`src/rtl/core/gmeu_pkg.sv`:
```
// Shared types, constants and saturation helpers for the gravity momentum and energy update.
// Used by every module of the block; depends on nothing else.

package gmeu_pkg;

    // Patch geometry.
    localparam int CELLS_PER_SIDE = 8;
    localparam int GHOST_WIDTH    = 2;
    localparam int CUBE_SIDE      = CELLS_PER_SIDE + 2 * GHOST_WIDTH;
    localparam int CUBE_WORDS     = CUBE_SIDE * CUBE_SIDE * CUBE_SIDE;
    localparam int ADDR_W         = $clog2(CUBE_WORDS);
    localparam int OFS_W          = ADDR_W + 1;
    localparam bit FIVE_OK        = (GHOST_WIDTH >= 2);

    // Field widths.
    localparam int COORD_W = 4;
    localparam int WORD_W  = 32;
    localparam int RHO_W   = 31;
    localparam int DIFF_W  = 38;
    localparam int MUL_W   = 33;
    localparam int PROD_W  = 2 * MUL_W;
    localparam int ACC_W   = 72;
    localparam int GAIN_W  = 48;
    localparam int H_W     = 50;
    localparam int H_LO_W  = 24;
    localparam int WIDE_W  = 82;
    localparam int DOT_W   = 64;

    // Input beat layout on s_tdata.
    localparam int POS_X_LSB   = 0;
    localparam int POS_Y_LSB   = POS_X_LSB + COORD_W;
    localparam int POS_Z_LSB   = POS_Y_LSB + COORD_W;
    localparam int POT_LSB     = POS_Z_LSB + COORD_W;
    localparam int RHO_LSB     = POT_LSB + WORD_W;
    localparam int MOM_X_LSB   = RHO_LSB + RHO_W;
    localparam int MOM_Y_LSB   = MOM_X_LSB + WORD_W;
    localparam int MOM_Z_LSB   = MOM_Y_LSB + WORD_W;
    localparam int ENERGY_LSB  = MOM_Z_LSB + WORD_W;
    localparam int IN_BITS     = ENERGY_LSB + WORD_W;
    localparam int S_TDATA_W   = ((IN_BITS + 7) / 8) * 8;
    localparam int M_TDATA_W   = 4 * WORD_W;

    typedef logic [ADDR_W-1:0]         addr_t;
    typedef logic [COORD_W-1:0]        coord_t;
    typedef logic signed [WORD_W-1:0]  word_t;
    typedef logic signed [DIFF_W-1:0]  diff_t;
    typedef logic signed [MUL_W-1:0]   mul_op_t;
    typedef logic signed [PROD_W-1:0]  mul_prod_t;
    typedef logic signed [GAIN_W-1:0]  gain_t;
    typedef logic signed [H_W-1:0]     half_t;
    typedef logic signed [WIDE_W-1:0]  wide_t;
    typedef logic signed [DOT_W-1:0]   dword_t;

    typedef diff_t diff_arr_t [3];
    typedef word_t word_arr_t [3];

    typedef enum logic {
        OP_LOAD = 1'b0,
        OP_PROC = 1'b1
    } opcode_t;

    typedef enum logic {
        REG_GRAV_SCALE = 1'b0,
        REG_FIVE_POINT = 1'b1
    } reg_index_t;

    typedef enum logic [1:0] {
        AXIS_X,
        AXIS_Y,
        AXIS_Z
    } axis_t;

    // Neighbor taps along one axis: two below, one below, one above, two above.
    typedef enum logic [1:0] {
        TAP_M2,
        TAP_M1,
        TAP_P1,
        TAP_P2
    } tap_t;

    typedef enum logic [1:0] {
        TS_IDLE,
        TS_GATHER,
        TS_ARITH,
        TS_OUT
    } top_state_t;

    typedef enum logic [1:0] {
        GA_IDLE,
        GA_READ,
        GA_WAIT,
        GA_DONE
    } gather_state_t;

    typedef enum logic [3:0] {
        AR_IDLE,
        AR_MUL_LO,
        AR_MUL_HI,
        AR_ACC,
        AR_MUL_RHO,
        AR_GAIN,
        AR_MUL_HLO,
        AR_MUL_HHI,
        AR_PROD,
        AR_DOT,
        AR_RND,
        AR_ENERGY,
        AR_DONE
    } arith_state_t;

    // Signed word offset from a cell to one of its neighbors.
    function automatic logic signed [OFS_W-1:0] tap_offset(input axis_t axis, input tap_t tap);
        logic signed [OFS_W-1:0] stride;
        logic signed [OFS_W-1:0] ofs;
        case (axis)
            AXIS_X:  stride = OFS_W'(1);
            AXIS_Y:  stride = OFS_W'(CUBE_SIDE);
            default: stride = OFS_W'(CUBE_SIDE * CUBE_SIDE);
        endcase
        case (tap)
            TAP_M2:  ofs = -(stride <<< 1);
            TAP_M1:  ofs = -stride;
            TAP_P1:  ofs = stride;
            default: ofs = stride <<< 1;
        endcase
        return ofs;
    endfunction

    // Clamp a wide signed value to a signed 32-bit word.
    function automatic word_t sat32(input wide_t v);
        logic [WIDE_W-WORD_W:0] top;
        top = v[WIDE_W-1:WORD_W-1];
        if ((top == '0) || (top == '1))
            return v[WORD_W-1:0];
        else if (v[WIDE_W-1])
            return {1'b1, {(WORD_W-1){1'b0}}};
        else
            return {1'b0, {(WORD_W-1){1'b1}}};
    endfunction

    // Clamp a wide signed value to a signed 64-bit word.
    function automatic dword_t sat64(input wide_t v);
        logic [WIDE_W-DOT_W:0] top;
        top = v[WIDE_W-1:DOT_W-1];
        if ((top == '0) || (top == '1))
            return v[DOT_W-1:0];
        else if (v[WIDE_W-1])
            return {1'b1, {(DOT_W-1){1'b0}}};
        else
            return {1'b0, {(DOT_W-1){1'b1}}};
    endfunction

endpackage

```
`src/rtl/core/gmeu_gather.sv`:
```
// Neighbor read sequencer: walks the taps of all three axes through the potential memory
// and accumulates the central differences. Depends on gmeu_pkg.

module gmeu_gather (
    input  logic                  clk,
    input  logic                  rst_n,
    input  logic                  start,
    input  gmeu_pkg::addr_t       center,
    input  logic                  five,
    output logic                  rd_en,
    output gmeu_pkg::addr_t       rd_addr,
    input  gmeu_pkg::word_t       rd_data,
    output gmeu_pkg::diff_arr_t   diff,
    output logic                  done
);
    import gmeu_pkg::*;

    gather_state_t state_reg, state_next;
    addr_t         ctr_reg;
    axis_t         axis_reg;
    tap_t          tap_reg;
    logic          five_reg;
    logic          pend_reg;
    axis_t         pend_axis_reg;
    tap_t          pend_tap_reg;
    diff_arr_t     diff_reg;

    tap_t                    first_tap;
    tap_t                    last_tap;
    logic                    axis_end;
    logic                    sweep_end;
    axis_t                   axis_inc;
    logic signed [OFS_W-1:0] addr_sum;
    diff_t                   term_ext;
    diff_t                   term;
    logic                    term_neg;

    assign first_tap = five_reg ? TAP_M2 : TAP_M1;
    assign last_tap  = five_reg ? TAP_P2 : TAP_P1;
    assign axis_end  = (tap_reg == last_tap);
    assign sweep_end = axis_end && (axis_reg == AXIS_Z);

    always_comb
    begin
        case (axis_reg)
            AXIS_X:  axis_inc = AXIS_Y;
            default: axis_inc = AXIS_Z;
        endcase
    end

    // Next state.
    always_comb
    begin
        state_next = state_reg;
        case (state_reg)
            GA_IDLE:
            begin
                if (start)
                    state_next = GA_READ;
            end
            GA_READ:
            begin
                if (sweep_end)
                    state_next = GA_WAIT;
            end
            GA_WAIT: state_next = GA_DONE;
            GA_DONE: state_next = GA_IDLE;
            default: state_next = GA_IDLE;
        endcase
    end

    // State outputs.
    always_comb
    begin
        rd_en = 1'b0;
        done  = 1'b0;
        case (state_reg)
            GA_READ: rd_en = 1'b1;
            GA_DONE: done  = 1'b1;
            default:
            begin
                rd_en = 1'b0;
                done  = 1'b0;
            end
        endcase
    end

    // Neighbor address: center plus a signed stride multiple.
    assign addr_sum = $signed({1'b0, ctr_reg}) + tap_offset(axis_reg, tap_reg);
    assign rd_addr  = addr_sum[ADDR_W-1:0];

    // Tap weight: +1, -8, +8, -1 for five points, -1, +1 for two.
    assign term_ext = DIFF_W'(rd_data);
    assign term     = (five_reg && ((pend_tap_reg == TAP_M1) || (pend_tap_reg == TAP_P1)))
                      ? (term_ext <<< 3) : term_ext;
    assign term_neg = (pend_tap_reg == TAP_M1) || (pend_tap_reg == TAP_P2);

    // Control registers.
    always_ff @(posedge clk or negedge rst_n)
    begin
        if (!rst_n)
        begin
            state_reg <= GA_IDLE;
            pend_reg  <= 1'b0;
        end
        else
        begin
            state_reg <= state_next;
            pend_reg  <= rd_en;
        end
    end

    // Tap walk and difference accumulation.
    always_ff @(posedge clk)
    begin
        pend_axis_reg <= axis_reg;
        pend_tap_reg  <= tap_reg;
        if ((state_reg == GA_IDLE) && start)
        begin
            ctr_reg     <= center;
            five_reg    <= five;
            axis_reg    <= AXIS_X;
            tap_reg     <= five ? TAP_M2 : TAP_M1;
            diff_reg[0] <= '0;
            diff_reg[1] <= '0;
            diff_reg[2] <= '0;
        end
        else
        begin
            if (state_reg == GA_READ)
            begin
                if (axis_end)
                begin
                    tap_reg  <= first_tap;
                    axis_reg <= axis_inc;
                end
                else
                begin
                    tap_reg <= tap_t'(tap_reg + 2'd1);
                end
            end
            if (pend_reg)
            begin
                if (term_neg)
                    diff_reg[pend_axis_reg] <= diff_reg[pend_axis_reg] - term;
                else
                    diff_reg[pend_axis_reg] <= diff_reg[pend_axis_reg] + term;
            end
        end
    end

    assign diff = diff_reg;

endmodule

```
`config.mk`:
```
export PLATFORM = sky130hd
export DESIGN_NAME = gmeu_gather
export DESIGN_NICKNAME = d
export VERILOG_FILES = /design/src/rtl/core/gmeu_pkg.sv /design/src/rtl/core/gmeu_gather.sv
export SDC_FILE = /design/constraint.sdc
export NUM_CORES = 1
export LEC_CHECK = 0
export BUFFER_PORTS_ARGS = -buffer_cell sky130_fd_sc_hd__buf_4
export CORE_ASPECT_RATIO = 1.1
export CORE_MARGIN = 2
export CORE_UTILIZATION = 30
export DETAILED_ROUTE_END_ITERATION = 10
export GPL_ROUTABILITY_DRIVEN = 0
export HOLD_SLACK_MARGIN = 0.06
export PLACE_DENSITY = 0.53
export SLEW_MARGIN = 5
export SYNTH_ARGS = -nofsm -noshare
export SYNTH_HDL_FRONTEND = slang
export SYNTH_SLANG_ARGS = --single-unit
```
`constraint.sdc`:
```
create_clock -name clk -period 5.7 [get_ports clk]
set_clock_uncertainty 0.1 [all_clocks]
set_input_delay 1.14 -clock clk [delete_from_list [all_inputs] [get_ports clk]]
set_output_delay 1.14 -clock clk [all_outputs]
set_load 0.01 [all_outputs]
```
[Word-level counts from Yosys, hierarchy flattened]
Cells that the tools add are included.
Storage, ports and cells
  word-level logic and storage cells: 68
  bits of input ports: 47
  output and inout bits: 127
  bits in registers: 137
Operators by class
  bitwise gates (word level): 1
  reductions and logical operators: 12
  add/subtract/negate cells: 6
  magnitude comparators: 2
  eq/ne operators: 13
  multiplexer cells: 23
Operator list (number)
  $bwmux 114: 2
  $mux 114: 1
  $mux 38: 3
  $bmux 38 s2: 1
  $demux 38 s2: 1
  $add 38x35->38: 1
  $sub 38x35->38: 1
  $mux 34: 1
  $pmux 11 s3: 1
  $pmux 8 s2: 1
  $eq 2x2->1 const B: 6
  $mux 2: 6
  $add 11x11->11: 1
  $neg 8->11: 1
  $neg 9->11: 1
  $eq 2x1->1 const B: 4
  $pmux 2 s4: 1
  $logic_not 2->1: 3
  $mux 1: 5
  $logic_and 1x1->1: 4
  $ne 2x2->1 const B: 2
  $reduce_and 2->1: 2
  $ge 3x3->1 const B: 1
  $lt 3x1->1 const B: 1
  5 further kinds: 6

[Logic depth before layout (Yosys ltp)]
Gate-level depths: netlist of run 1.
  depth in word-level cells: 7
  mapped depth: 19

[Worst setup path before layout of run 1]
Ideal clock, no wire load.
  kind: reg2reg
  from: register pend_axis_reg[1]
  to: register diff_reg, in the netlist diff[67]
  arrival: 4111 ps
  required time: 5538 ps
  period minus slack after synthesis: 4273 ps
  stages on the path, launching flop included: 16
  path slack: 1427 ps
  library setup time: 62 ps
  path through: dfxtp_1 buf_6 clkbuf_1 buf_1 mux2i_1 o21ai_0 ha_1 buf_2 nor4_2 nand2_1 or3b_2 o211ai_2 a2111oi_1 or2_4 or4_1 nand3_1
Between the ends
  longest elaborated chain between the ends: 7
  elaborated cells between the ends (all ways): 14
Ends and longest elaborated chain
  from (decl): RTL line gmeu_gather.sv:24  | axis_t pend_axis_reg;
  from (signal assigned): RTL line gmeu_gather.sv:116  | pend_axis_reg <= axis_reg;
  $not 2->3 (implied by the code) *: RTL line gmeu_gather.sv:145, gmeu_gather.sv:147
  $bmux 38 s2 (tied with other cells): RTL line gmeu_gather.sv:145, gmeu_gather.sv:147
  $mux 38 (implied by the code) or $logic_and 1x1->1 (tied branches): RTL line gmeu_gather.sv:145, gmeu_gather.sv:147
  $mux 38 (implied by the code): RTL line gmeu_gather.sv:145, gmeu_gather.sv:147
  $add 38x35->38 (tied with other cells): RTL line gmeu_gather.sv:147  | diff_reg[pend_axis_reg] <= diff_reg[pend_axis_reg] + term;
  $bwmux 114, on equally long branches: RTL line gmeu_gather.sv:147, gmeu_gather.sv:145
  $mux 114 *: RTL line gmeu_gather.sv:144  | if (term_neg)
  to (signal, indexed assignment): RTL line gmeu_gather.sv:145  | diff_reg[pend_axis_reg] <= diff_reg[pend_axis_reg] - term;
  to (signal, indexed assignment): RTL line gmeu_gather.sv:147
  to (decl): RTL line gmeu_gather.sv:26  | diff_arr_t diff_reg;
Every way passes the cells marked *; elsewhere a longest branch is shown, timed or not. The select of a mux whose other input is x is not followed.
A chain may end at the register's enable or synchronous reset.

[Worst setup path after layout of run 1]
  from: register tap_reg[0]
  to: output port rd_addr[10]
Between the ends
  longest elaborated chain between the ends: 3
  elaborated cells between the ends (all ways): 5
Ends and longest elaborated chain
  from (decl): RTL line gmeu_gather.sv:21  | tap_t tap_reg;
  from (signal assigned): RTL line gmeu_gather.sv:123  | tap_reg <= five ? TAP_M2 : TAP_M1;
  from (signal assigned): RTL line gmeu_gather.sv:134  | tap_reg <= first_tap;
  from (signal assigned): RTL line gmeu_gather.sv:139  | tap_reg <= tap_t'(tap_reg + 2'd1);
  $eq 2x2->1 (tied with other cells): RTL line gmeu_pkg.sv:120  | case (tap)
  $pmux 11 s3 *: RTL line gmeu_pkg.sv:120
  $add 11x11->11 *: RTL line gmeu_gather.sv:89  | assign addr_sum = $signed({1'b0, ctr_reg}) + tap_offset(axis_reg, tap_reg);
  to (decl): RTL line gmeu_gather.sv:11  | output gmeu_pkg::addr_t rd_addr,
Every way passes the cells marked *; elsewhere a longest branch is shown, timed or not.

==> impl_metrics.ini, run 1 <==
[run_status]
status = finished clean

[grt]
grt_max_degree = 77
use_met1_pct = 27.40
grt_pass1_wl_um = 68340
gr-total-overflow = 0
use_met2_pct = 38.13
met3_usage_pct = 3.477
top_usage_layer = met2
grt_pass1_vias = 11620
antenna_found_initial = 0
grt_usage_pct = 22.23

[synth]
synth_top_cell_area_share_pct = 20.99
synthFlopType = dfxtp_1
synth_edf_count = 14
synthTopCellsByArea = dfxtp_1 (21%), ha_1 (11%), a21oi_1 (7.5%)
ys_ff_latch = 137
yosys_warnings = 0
synthArstFlopShare_pct = 2.190
ys_types = 75
avgSynthCellArea_um2 = 7.240
seq_area_frac_synth_pct = 25.32
syn_area_um2 = 11450
yosysTopAreaCell = dfxtp_1
synth_cells = 1581
synth_nets = 1728

[clock_network]
cts_resized = 0
cts-hold-fix-buffers = 0
h-tree-depth = 4
tritoncts = yes
clockBufferDepth = 2
clock-sinks = 137
path_clk_slew_ns = 0.07
clock_latency_ns = 0.43
cts_setup_buffers = 0
cts_buffers = 17
ctsRootBufferMaster = clkbuf_16

[critical_path]
crit_type = reg -> out
cp.depth = 14
cp.required_ns = 4.46
worstSetupStartpointType = flop
worstSetupEndpointType = output port
worst_path_max_delay_cell = edfxtp_1
critPathMaxStageDelay_ns = 0.48
path_common_cell = a21oi_1
worstPathArrival_ns = 3.82
reg2reg_depth = 14
path_max_fanout = 15
crit_chain = ha_1 -> nor3_1 -> ha_1 -> fa_1 -> a21o_1 -> a21oi_1 -> o21bai_1 -> a21oi_1 -> o21bai_1 -> a21oi_1 -> o21bai_1 -> a21oi_1 -> xnor2_1 -> buf_4
cp_top_family = compound AO/OA/AOI/OAI gates
path_buf_inv = 1

[finish]
mostFrequentLayoutCells = nand2_1 (221), buf_4 (199), a21oi_1 (171), o21ai_0 (154), dfxtp_1 (119)
fin_nets = 1845
final_cells = 2211
fin_area_um2 = 13840
syn2layout_area_growth_pct = 20.91
drive_gt1_share_pct = 15.66
final_common_cell = nand2_1
diodes = 0
largest_register_ffs = 114

[timing]
slew_violations = 0
worst_slew_pin_slew_ns = 0.9403
fin_crit_sh_pct = 88.82
finalSetupViolations = 0
fin_crit_ns = 5.063
slew-limit-headroom_pct = 37.22
rsz0062_at_grt = false
hold_viol = 0
max_freq_mhz = 197.5
setup_tns_ns = 0

[drt]
drc = 0
vias_per_cell = 5.536
dr.pass1.iters = 7
wl_per_cell_um = 20.37
ant_nets = 0
routed_wl_um = 45030
vias = 12240
drtIter0Drc = 964

[floorplan]
start_util_pct = 30.19
rows = 75
die_y_um = 208.9
die_w_um = 190.2
die-area_um2 = 39730
core-area_um2 = 37910
io_pins = 174

[placed_design]
place_inst = 2179
dpl_cell_area_um2 = 13210
portBuffers = 173
hpwl_um = 35230

[run]
cap_violations = 0

[worst_hold_path]
worstHoldPathType = reg -> reg
holdPathStages = 0
## final timing paths
| path | startpoint | endpoint | slack, ns |
|---|---|---|---|
| max in group asynchronous | rst_n | pend_reg$_DFF_PN0_ | 5.03 |
| worst min register to register | tap_reg[1]$_SDFFCE_PP0P_ | pend_tap_reg[1]$_DFF_P_ | 0.36 |
| worst max-delay path | tap_reg[0]$_DFFE_PP_ | rd_addr[10] | 0.64 |
| worst max register to register | pend_axis_reg[1]$_DFF_P_ | diff[67]$_SDFFE_PP0P_ | 0.91 |
| min in group asynchronous | rst_n | state_reg[1]$_DFFE_PN0P_ | 0.38 |
| worst min-delay path | tap_reg[1]$_SDFFCE_PP0P_ | pend_tap_reg[1]$_DFF_P_ | 0.36 |
## synthesized netlist by cell type (4+ instances only)
master,number
a2111oi_0,4
nor3b_1,7
ha_1,99
o41ai_1,4
o21ai_0,154
nand3b_1,4
a21o_1,16
or2_2,14
and2_1,9
o31ai_1,20
or3_1,7
o211ai_1,9
xor2_1,6
o21bai_1,21
nand2_1,222
mux2i_1,46
nand4_1,16
clkbuf_1,83
o21a_1,6
nor3_1,45
xnor2_1,37
buf_2,5
o22ai_1,13
a21oi_1,171
a31oi_1,17
buf_1,13
a221oi_1,4
and4_1,6
a211oi_1,38
nand2b_1,11
edfxtp_1,14
and3_1,6
o311ai_0,4
nand3_1,31
inv_1,89
dfxtp_1,120
nor2b_1,15
o211a_1,5
nor4_1,15
or4_1,9
nor2_1,111
## stage by stage
| step | utilization, % | hold slack [ns] | worst slack, ns |
|---|---|---|---|
| 2_1_floorplan | - | 0.2290 | 1.427 |
| 3_3_place_gp | 34.83 | 0.3356 | 0.9677 |
| 3_5_place_dp | 34.83 | 0.3433 | 1.023 |
| 4_1_cts | 36.50 | 0.3579 | 0.6126 |
| 5_1_grt | 36.50 | 0.3605 | 0.3393 |
| 6_report | 36.50 | 0.3629 | 0.6370 |
## final cells by class
type	count	area [um^2]
fillers	4053	24070
clock buffers	19	442.9
inverters	89	334.1
flip-flops and latches	137	2899
repair buffers	200	1514
multi-input cells	1253	7833
clock inverters	13	191.4
well taps	500	625.6
## kinds of logic after synthesis
family,Yosys count,share of synthesized area [%]
AND/OR/NAND/NOR,538,21.92
buffers and inverters,191,6.384
AO/OA/AOI/OAI,525,27.97
adder cells (fa/ha/maj),100,11.00
flip-flops,137,25.32
XOR/XNOR,43,3.290
multiplexers,47,4.121
## worst reg2reg max path: stages (launching register included)
cell      delay (ns)
dfxtp_2         0.48
and2b_4         0.74
nand2_1         0.11
o21ai_0         0.27
ha_1            0.52
a21oi_1         0.31
o21ai_0         0.16
o21ba_2         0.27
o221a_2         0.24
nand3_1         0.09
a21boi_0        0.42
o32ai_1         0.20
buf_4           0.22
or4_1           0.51
nand3_1         0.08
## per-layer routing
| layer | share of wire [%] | up-vias |
|---|---|---|
| li1 | - | 5899 |
| met1 | 42 | 5782 |
| met2 | 48 | 467 |
| met3 | 5.7 | 92 |
| met4 | 4.6 | 0 |
| met5 | 0 | - |
Power of run 1 is not shown: default switching activity piles up to over one toggle a cycle in this logic, so the estimate is an artifact.
==> run 2: changes to the inputs <==
--- a/config.mk
+++ b/config.mk
@@ -5,6 +5,7 @@
 export SDC_FILE = /design/constraint.sdc
 export NUM_CORES = 1
 export LEC_CHECK = 0
+export ABC_CLOCK_PERIOD_IN_PS = 5700
 export BUFFER_PORTS_ARGS = -buffer_cell sky130_fd_sc_hd__buf_4
 export CORE_ASPECT_RATIO = 1.1
 export CORE_MARGIN = 2
==> constraint.sdc (replaced) <==
create_clock -name clk -period 5.7 [get_ports clk]
set_clock_uncertainty 0.1 [all_clocks]
set_input_delay 0.57 -clock clk [delete_from_list [all_inputs] [get_ports clk]]
set_output_delay 0.57 -clock clk [all_outputs]
set_load 0.01 [all_outputs]
==> run 2 against run 1 <==
Against the previous run: worst setup slack improved by 0.15 ns; wire length grew 0.22%; die area unchanged; sequential share of layout area rose by 0.053 points.
==> impl_metrics.ini, run 2 (synthesis results as in run 1) <==
[drt]
drtIter0Drc = 1075
ant_nets = 0
wl_per_cell_um = 20.46
drc = 0
routed_wl_um = 45130
dr.pass1.iters = 5
vias = 12250
vias_per_cell = 5.551

[grt]
grt_max_degree = 78
use_met2_pct = 39.10
grt_usage_pct = 22.36
use_met1_pct = 27.55
antenna_found_initial = 0
met3_usage_pct = 3.342
grt_pass1_vias = 11640
grt_pass1_wl_um = 69110
top_usage_layer = met2
gr-total-overflow = 0

[finish]
drive_gt1_share_pct = 15.36
fin_nets = 1840
mostFrequentLayoutCells = nand2_1 (221), buf_4 (193), a21oi_1 (171), o21ai_0 (154), dfxtp_1 (119)
largest_register_ffs = 114
syn2layout_area_growth_pct = 20.61
final_common_cell = nand2_1
diodes = 0

[timing]
hold_viol = 0
slew-limit-headroom_pct = 33.29
hold_ws_ns = 0.2112
slew_violations = 0
fin_crit_sh_pct = 86.11
setup_tns_ns = 0
max_freq_mhz = 203.7
worst_slew_pin_slew_ns = 1.001
fin_crit_ns = 4.908
finalSetupViolations = 0
rsz0062_at_grt = false

[floorplan]
die_w_um = 190.2
rows = 75
io_pins = 174
die-area_um2 = 39730
start_util_pct = 30.19
core-area_um2 = 37910
die_y_um = 208.9

[critical_path]
reg2reg_depth = 12
reg2reg_to = diff[67]$_SDFFE_PP0P_
cp.depth = 12
cp_top_family = simple AND/OR/NAND/NOR gates
worstPathArrival_ns = 5.17
path_max_fanout = 30
reg2reg_slack_ns = 0.79
path_buf_inv = 1
worstSetupStartpointType = flop
worstSetupEndpointType = flop
crit_type = reg -> reg
cp.required_ns = 5.96
crit_chain = buf_12 -> mux2i_1 -> o21ai_0 -> ha_1 -> nor4_2 -> nand2_1 -> or3b_2 -> o211ai_2 -> a2111oi_1 -> or2_4 -> or4_1 -> nand3_1
worst_path_max_delay_cell = o21ai_0
critPathMaxStageDelay_ns = 0.63
timing.rr.start = pend_axis_reg[1]$_DFF_P_

[clock_network]
cts_resized = 0
clockBufferDepth = 2
clock-sinks = 137
h-tree-depth = 4
tritoncts = yes
clock_latency_ns = 0.44
path_clk_slew_ns = 0.07
cts_buffers = 17
ctsRootBufferMaster = clkbuf_16

[worst_hold_path]
worstHoldPathType = in -> reg
holdPathStages = 1
min_to = ctr_reg[4]$_DFFE_PP_
min_from = center[4]

[placed_design]
portBuffers = 173
hpwl_um = 35040

[run]
cap_violations = 0

[run_status]
status = finished clean
run 2: how the worst max path moves through the flow:
stage / startpoint / to / slack [ns]
CTS: pend_axis_reg[1]$_DFF_P_ / diff[67]$_SDFFE_PP0P_ / 0.76
finish: pend_axis_reg[1]$_DFF_P_ / diff[67]$_SDFFE_PP0P_ / 0.79
detailed placement: pend_axis_reg[1]$_DFF_P_ / diff[67]$_SDFFE_PP0P_ / 0.77
global placement: pend_axis_reg[1]$_DFF_P_ / diff[67]$_SDFFE_PP0P_ / 0.81
global route: pend_tap_reg[1]$_DFF_P_ / diff[35]$_SDFFE_PP0P_ / 0.32
floorplan: pend_axis_reg[1]$_DFF_P_ / diff[67]$_SDFFE_PP0P_ / 1.43
run 2: worst reg2reg max path: stages (launching register included):
cell       delay [ns]
dfxtp_2          0.62
buf_12           0.30
mux2i_1          0.14
o21ai_0          0.63
ha_1             0.56
nor4_2           0.45
nand2_1          0.17
or3b_2           0.50
o211ai_2         0.32
a2111oi_1        0.17
or2_4            0.31
or4_1            0.50
nand3_1          0.09
run 2: metrics by stage:
stage / util [%] / instances / setup WS, ns / cell area [um^2]
detailed placement: 34.71 / 2173 / 0.7727 / 13160
CTS: 36.41 / 2206 / 0.7573 / 13800
floorplan: - / 1581 / 1.427 / 11450
global placement: 34.71 / 2173 / 0.8146 / 13160
finish: 36.41 / 2206 / 0.7918 / 13800
global route: 36.41 / 2206 / 0.3179 / 13800
run 2: final cells by class:
cell class,instances,area [um^2]
inverter,89,334.1
fill,4142,24110
clock buffer,19,442.9
timing repair buffer,195,1479
clock inverter,13,191.4
multi-input combinational,1253,7833
sequential,137,2899
tap,500,625.6
run 2: timing repair:
| action | 4_1_cts | 5_1_grt |
|---|---|---|
| buffers inserted | 0 | 0 |
| hold buffers | 1 | 0 |
| endpoints found under the hold margin | 3 | 0 |
run 2: metal layers:
metal	wire length [um]	vias up
met2	21950	461
met3	2422	81
li1	-	5887
met5	0	-
met1	19100	5817
met4	1653	0
Power of run 2 is left out for the same reason.
